--- config.mk ---
export PLATFORM = sky130hd
export DESIGN_NAME = gts_alu
export DESIGN_NICKNAME = d
export VERILOG_FILES = /design/src/hdl/gts_pkg.sv /design/src/hdl/gts_alu.sv
export SDC_FILE = /design/constraint.sdc
export NUM_CORES = 1
export LEC_CHECK = 0
export BUFFER_PORTS_ARGS = -buffer_cell sky130_fd_sc_hd__buf_2
export CAP_MARGIN = 20
export CORE_MARGIN = 2
export CORE_UTILIZATION = 53
export DETAILED_ROUTE_END_ITERATION = 12
export GPL_TIMING_DRIVEN = 1
export MAX_ROUTING_LAYER = met4
export PLACE_DENSITY = 0.87
export SLEW_MARGIN = 15
export SYNTH_ARGS = -nofsm -noshare
export SYNTH_HDL_FRONTEND = slang
export SYNTH_SLANG_ARGS = --single-unit
--- constraint.sdc ---
create_clock -name vclk -period 9.5
set_input_delay 1.9 -clock vclk [all_inputs]
set_output_delay 1.9 -clock vclk [all_outputs]
set_load 0.02 [all_outputs]
--- src/hdl/gts_pkg.sv ---
`timescale 1ns / 1ps

package gts_pkg;

    // Field widths of the channels and registers.
    localparam int HASH_W     = 11;
    localparam int NSOL_W     = 13;
    localparam int TOTAL_W    = 11;
    localparam int THR_W      = 12;
    localparam int CFG_IDX_W  = 1;
    localparam int CFG_DATA_W = 12;

    // Width of the measurement tag kept with every table entry.
    localparam int EPOCH_W = 4;

    // Register indexes of the configuration port.
    localparam logic [CFG_IDX_W-1:0] REG_TOTAL_VARS = 1'd0;
    localparam logic [CFG_IDX_W-1:0] REG_THRESHOLD  = 1'd1;

    // Register reset values.
    localparam logic [TOTAL_W-1:0] TOTAL_RESET = 11'd1;
    localparam logic [THR_W-1:0]   THR_RESET   = 12'd72;

    typedef enum logic {
        CMD_START = 1'b0,
        CMD_PROBE = 1'b1
    } t_cmd;

    typedef enum logic [1:0] {
        STAT_PROBE      = 2'd0,
        STAT_FOUND      = 2'd1,
        STAT_EXHAUSTED  = 2'd2,
        STAT_IDLE_PROBE = 2'd3
    } t_status;

    // Per-count probe outcome held in the table.
    typedef enum logic [1:0] {
        PS_UNKNOWN = 2'd0,
        PS_BELOW   = 2'd1,
        PS_FULL    = 2'd2
    } t_pstat;

    typedef enum logic [2:0] {
        S_IDLE,
        S_SWEEP,
        S_INIT,
        S_READ,
        S_EVAL,
        S_NEXT
    } t_state;

    typedef enum logic {
        ALU_ADD,
        ALU_SUB
    } t_alu_op;

    typedef struct packed {
        t_cmd              command;
        logic [HASH_W-1:0] start_hash;
        logic              later_round;
        logic [NSOL_W-1:0] sol_cnt;
    } t_in_item;

    typedef struct packed {
        t_status           status;
        logic [HASH_W-1:0] probe_hash;
        logic [HASH_W-1:0] result_hash;
        logic [NSOL_W-1:0] result_count;
    } t_out_item;

    typedef struct packed {
        logic [CFG_IDX_W-1:0]  reg_index;
        logic [CFG_DATA_W-1:0] wr_data;
    } t_cfg_wr;

endpackage

--- src/hdl/gts_alu.sv ---
`timescale 1ns / 1ps

// Shared signed adder/subtractor, time-multiplexed by the sequencer.
module gts_alu #(
    parameter int W = 13
) (
    input  gts_pkg::t_alu_op     i_op,
    input  logic signed [W-1:0]  i_a,
    input  logic signed [W-1:0]  i_b,
    output logic signed [W-1:0]  o_y
);
    import gts_pkg::*;

    // One add or subtract per cycle.
    always_comb begin
        case (i_op)
            ALU_ADD: o_y = i_a + i_b;
            ALU_SUB: o_y = i_a - i_b;
            default: o_y = i_a + i_b;
        endcase
    end

endmodule

# After elaboration in Yosys (flattened, before gate mapping)
# Index checks and enable logic that the tools add are counted.
# Widths: inputs -> output; s select.
op_classes:
  n_addsub: 2
  mux: 1
  bitwise: 1
ops:
  columns: ["cell", "n"]
  rows:
  - ["$pmux 13 s2", 1]
  - ["$add 13x13->13", 1]
  - ["$sub 13x13->13", 1]
  - ["$not 1->1", 1]
word_totals:
  reg_bits: 0
  wordCells: 4
  out_inout_bits: 13
  inputBits: 27

# Longest topological paths before layout
# Gate-level depths: netlist (run 1).
logic_depth:
  word_depth: 2
  depth_mapped: 12
  ltp_nobuf: 12

# Worst setup path before layout (run 1)
# OpenSTA, ideal clock, no wires.
synth_path:
  kind: "input port to output port"
  startpoint: "input i_b[0]"
  endpoint: "output o_y[11]"
  slack_ns: 3.403
  path_stages: 12
  arrival_ns: 4.197
  t_required_ns: 7.600
  path_cell_list: "inv_1 -> ha_1 -> or4b_4 -> nor4_1 -> nor2_1 -> xnor2_1 -> ha_1 -> and3_1 -> nand2_1 -> a21oi_1 -> o41ai_2 -> xnor2_1"
synth_via:
  elab_chain_cells: 2
  word_cells_on_any_way: 3
  classes_between: "2 x add/sub; 1 x mux"
synth_lines:
  columns: ["element", "line", "rtl"]
  rows:
  - ["start: declaration", "gts_alu.sv:9", "input logic signed [W-1:0] i_b,"]
  - ["$sub 13x13->13 / $add 13x13->13 (equally long branches)", null, null]
  - ["$pmux 13 s2 *", "gts_alu.sv:16", "case (i_op)"]
  - ["end: declaration", "gts_alu.sv:10", "output logic signed [W-1:0] o_y"]
# Mark *: on every way between the ends. The rest lies on a longest branch, timed or not.

# Worst setup path after layout (run 1)
# Ends and elaborated chain as after synthesis.

==> results of run 1 <==
layer usage:
| metal | vias up | GRT usage (%) | wire length, um |
|---|---|---|---|
| met5 | - | - | 0 |
| met4 | 0 | 1.212 | 0 |
| met3 | 0 | 0 | 124 |
| met2 | 37 | 45.00 | 1104 |
| met1 | 420 | 28.39 | 822 |
| li1 | 483 | - | - |
placed cells by master, fill, tap and decap left out, drive strengths merged, types with 4 or more instances in the layout:
master | netlist | layout
inv | 6 | 6
nor2 | 17 | 17
o21ai | 9 | 9
buf | 1 | 40
xnor2 | 17 | 17
nand2 | 5 | 5
ha | 13 | 13
a21o | 6 | 6
a21oi | 11 | 11
xor2 | 4 | 4
worst min-delay path: cells and delay by family:
kind       cells  cell delay [ns]
fa+ha+maj      1             0.12
buf+inv        3             0.28
power breakdown:
part	total [mW]	internal, mW	switching [mW]
logic	0.116	0.0480	0.0685
clock network	0	0	0
registers	0	0	0
total	0.116	0.0480	0.0685
per-stage QoR:
| step | std cells | util [%] | hold WS (ns) | setup slack (ns) | power (mW) |
|---|---|---|---|---|---|
| 6_report | 167 | 70.42 | 4.204 | 3.126 | 0.1165 |
| 5_1_grt | 167 | 70.42 | 4.228 | 2.854 | 0.1275 |
| 4_1_cts | 167 | 70.42 | 4.213 | 3.125 | 0.1167 |
| 3_5_place_dp | 167 | 70.42 | 4.213 | 3.142 | 0.1163 |
| 3_3_place_gp | 167 | 70.42 | 4.181 | 3.217 | 0.1137 |
| 2_1_floorplan | 112 | - | 3.982 | 3.403 | 0.08359 |
cell families after synthesis:
family | count (synthesis) | synth area share, %
fa+ha+maj | 14 | 21.96
mux | 2 | 2.406
xor+xnor | 21 | 23.01
compound gates | 34 | 27.07
buf+inv | 7 | 3.157
simple gates | 34 | 22.41
cell type report:
| class | instances | area (um^2) | area share (%) |
|---|---|---|---|
| inverters | 6 | 22.52 | 2.148 |
| repair buffers | 40 | 200.2 | 19.09 |
| multi-input cells | 105 | 805.8 | 76.85 |
| well taps | 16 | 20.02 | 1.909 |
path summary, 6_finish.rpt:
path	endpoint	cells after the start
worst max-delay path	o_y[11]	14
worst min-delay path	o_y[0]	4
==> impl_metrics.py, run 1 <==
metrics = {
    "status": {
        "outcome": "finished clean",
    },
    "drt": {
        "drc": 0,
        "drt_iter0_markers": 14,
        "vias": 940,
        "routedWlPerCell_um": 12.28,
        "drt-total-wl_um": 2051,
        "ant_nets": 0,
        "first_pass_iters": 4,
        "via_per_inst": 5.629,
    },
    "critical_path": {
        "end_kind": "output pin",
        "critPathMaxStageDelay_ns": 0.49,
        "path_buf_inv": 3,
        "worst_ep_required_time_ns": 7.60,
        "path_class": "input pin to output pin",
        "cp-startpoint": "i_b[0]",
        "crit_arrival_ns": 4.47,
        "critPathSlowestCell": "or4b_4",
        "startpoint_type": "input pin",
        "cp_cell_sequence": "buf_2 -> inv_1 -> ha_1 -> or4b_4 -> nor4_1 -> nor2_1 -> xnor2_1 -> ha_1 -> and3_1 -> nand2_1 -> a21oi_1 -> o41ai_2 -> xnor2_1 -> buf_2",
        "cp_top_family": "simple AND/OR/NAND/NOR gates",
        "crit_fanout": 6,
    },
    "floorplan": {
        "die_y_um": 43.62,
        "core_um2": 1489,
        "fp-row-count": 14,
        "top_level_ports": 40,
        "initial_core_util_pct": 55.88,
        "fp.dieArea_um2": 1903,
        "die_w_um": 43.62,
    },
    "logic_synthesis": {
        "syn-num-nets": 153,
        "postSynthCellCount": 112,
        "ys_warn_count": 0,
        "synth_top_area_share_pct": 19.55,
        "synth_seq_area_share_pct": 0,
        "avgSynthCellArea_um2": 7.429,
        "ys_types": 33,
        "yosys-top-cells-count": "nor2_1, xnor2_1, ha_1",
        "yosys-top-cells-area": "ha_1, xnor2_1, nor2_1",
        "mappedNetlistArea_um2": 832.0,
        "synth_area_leader_cell": "ha_1",
    },
    "finish": {
        "drive_gt1_share_pct": 32.45,
        "design.seq.count": 0,
        "seq_area_um2": 0,
        "finalNetCount": 194,
        "clockBufferCount": 0,
        "final_area_um2": 1049,
        "fillers": 143,
        "n_antenna_cell": 0,
        "layout-area-overhead-vs-synth_pct": 26.02,
    },
    "sta": {
        "setup_violations": 0,
        "period_needed_ns": 6.374,
        "clock.fmax_mhz": 156.9,
        "slew_headroom_pct": 72.93,
        "tightest_slew_ns": 0.4056,
        "maxSlewViolCount": 0,
        "rsz0062_at_grt": "no",
        "post-route-period-util_pct": 67.10,
        "hold_viol": 0,
        "tns_ns": 0,
    },
    "worst_hold_path": {
        "hold_path_class": "input pin to output pin",
        "min_from": "i_b[0]",
    },
    "power": {
        "leakagePower_nw": 0.5250,
        "p_per_area_nw_per_um2": 111.1,
        "vdd_drop_max_uv": 62.49,
    },
    "placement": {
        "numPortBuffers": 40,
        "placed_area_um2": 1049,
        "place_congestion": 0.9515,
        "place_hpwl_um": 1813,
    },
    "grt": {
        "antenna_found_initial": 0,
        "grt_pass1_vias": 874,
        "grt_start_max_net_pins": 13,
        "grt_util_all_layers_pct": 23.45,
        "grt_first_pass_wirelength_um": 3491,
        "grt_remaining_overflow": 0,
    },
    "clocking": {
        "cts_hold_buf": 0,
        "cts-resized-gates": 0,
        "post-cts-setup-buffers": 0,
    },
    "flow_run": {
        "drv_cap": 0,
    },
}
No activity file was read; power rests on OpenSTA's default activity.
==> inputs of run 2 (changes only) <==
--- a/config.mk
+++ b/config.mk
@@ -8,11 +8,11 @@
 export BUFFER_PORTS_ARGS = -buffer_cell sky130_fd_sc_hd__buf_2
 export CAP_MARGIN = 20
 export CORE_MARGIN = 2
-export CORE_UTILIZATION = 53
+export CORE_UTILIZATION = 50
 export DETAILED_ROUTE_END_ITERATION = 12
 export GPL_TIMING_DRIVEN = 1
 export MAX_ROUTING_LAYER = met4
-export PLACE_DENSITY = 0.87
+export PLACE_DENSITY = 0.83
 export SLEW_MARGIN = 15
 export SYNTH_ARGS = -nofsm -noshare
 export SYNTH_HDL_FRONTEND = slang
==> constraint.sdc (replaced) <==
create_clock -name vclk -period 6.6
set_input_delay 1.32 -clock vclk [all_inputs]
set_output_delay 1.32 -clock vclk [all_outputs]
set_load 0.02 [all_outputs]
==> run 2 against run 1 <==
  * Sequential cell count stayed put
  * Wire length is 6.4% higher
  * Setup slack worse by 1.8 ns
  * Non-clock buffer count stayed put
  * Final cell count stayed put
  * Sequential share of layout area stayed put
  * Die area is 5.5% higher
==> impl_metrics.py, run 2 (synthesis results as in run 1) <==
metrics = {
    "placement": {
        "numPortBuffers": 40,
        "pre_cts_slack_ns": 1.331,
        "place_congestion": 0.9326,
        "place_hpwl_um": 1954,
        "placed_area_um2": 1049,
    },
    "finish": {
        "finalNetCount": 194,
        "layout-area-overhead-vs-synth_pct": 26.02,
        "seq_area_um2": 0,
        "n_antenna_cell": 0,
        "clockBufferCount": 0,
        "design.seq.count": 0,
        "final_common_cell": "buf_2",
        "final_area_um2": 1049,
        "mostFrequentLayoutCells": "buf_2, nor2_1, xnor2_1",
        "drive_gt1_share_pct": 32.45,
    },
    "worst_hold_path": {
        "hold_path_class": "input pin to output pin",
    },
    "drt": {
        "via_per_inst": 5.575,
        "drc": 0,
        "vias": 931,
        "drt_iter0_markers": 24,
        "first_pass_iters": 4,
        "routedWlPerCell_um": 13.07,
        "ant_nets": 0,
        "drt-total-wl_um": 2182,
    },
    "critical_path": {
        "end_kind": "output pin",
        "cp_cell_sequence": "buf_2 -> inv_1 -> ha_1 -> or4b_4 -> nor4_1 -> nor2_1 -> xnor2_1 -> ha_1 -> and3_1 -> nand2_1 -> a21oi_1 -> o41ai_2 -> xnor2_1 -> buf_2",
        "worst_ep_required_time_ns": 5.28,
        "startpoint_type": "input pin",
        "critPathSlowestCell": "or4b_4",
        "crit_fanout": 6,
        "cp_top_family": "simple AND/OR/NAND/NOR gates",
        "path_buf_inv": 3,
        "path_class": "input pin to output pin",
        "critPathMaxStageDelay_ns": 0.49,
        "crit_arrival_ns": 3.95,
    },
    "sta": {
        "tns_ns": 0,
        "rsz0062_at_grt": "no",
        "maxSlewViolCount": 0,
        "fin_ws_ns": 1.332,
        "post-route-period-util_pct": 79.82,
        "slew_headroom_pct": 72.65,
        "clock.fmax_mhz": 189.8,
        "hold_ws_ns": 3.027,
        "period_needed_ns": 5.268,
        "hold_viol": 0,
        "setup_violations": 0,
        "tightest_slew_ns": 0.4098,
    },
    "floorplan": {
        "core_um2": 1541,
        "top_level_ports": 40,
        "fp-row-count": 14,
        "die_y_um": 44.80,
        "initial_core_util_pct": 53.98,
        "die_w_um": 44.80,
        "fp.dieArea_um2": 2007,
    },
    "power": {
        "leakagePower_nw": 0.5250,
        "p_per_area_nw_per_um2": 162.2,
        "vdd_drop_max_uv": 86.62,
    },
    "grt": {
        "grt_pass1_vias": 877,
        "grt_remaining_overflow": 0,
        "grt_util_all_layers_pct": 23.60,
        "grt_start_max_net_pins": 13,
        "antenna_found_initial": 0,
        "grt_first_pass_wirelength_um": 3532,
    },
    "clocking": {
        "cts_hold_buf": 0,
        "post-cts-setup-buffers": 0,
        "cts-resized-gates": 0,
    },
    "status": {
        "outcome": "finished clean",
    },
    "flow_run": {
        "drv_cap": 0,
    },
}
-- run 2: cell counts in the layout (fill, tap and decap cells not counted) --
No cell type changed its count.
-- run 2: cell type report --
type	count	area [um^2]
Multi-Input combinational cell	105	805.8
Fill cell	154	493.0
Timing Repair Buffer	40	200.2
Inverter	6	22.52
Tap cell	16	20.02
-- run 2: path summary, 6_finish.rpt --
kind                from  endpoint  slack (ns)  cells past startpoint
hold / removal    i_b[0]    o_y[0]        3.03                      4
setup / recovery  i_b[0]   o_y[11]        1.33                     14
-- run 2: per-stage QoR --
| step | std cells | total power [mW] | util [%] |
|---|---|---|---|
| floorplan | 112 | 0.1203 | - |
| global placement | 167 | 0.1647 | 68.02 |
| detailed placement | 167 | 0.1701 | 68.02 |
| CTS | 167 | 0.1704 | 68.02 |
| global route | 167 | 0.1861 | 68.02 |
| finish | 167 | 0.1701 | 68.02 |
-- run 2: where the power goes --
| group | internal, mW | switching (mW) |
|---|---|---|
| logic | 0.0693 | 0.101 |
| clock network | 0 | 0 |
| registers | 0 | 0 |
| total | 0.0693 | 0.101 |
-- run 2: per-layer routing --
layer	global-route usage, %	routed length (um)	vias to the layer above
li1	-	-	486
met1	29.30	928	408
met2	42.03	1101	33
met3	0.8000	107	4
met4	5.882	44	0
met5	-	0	-
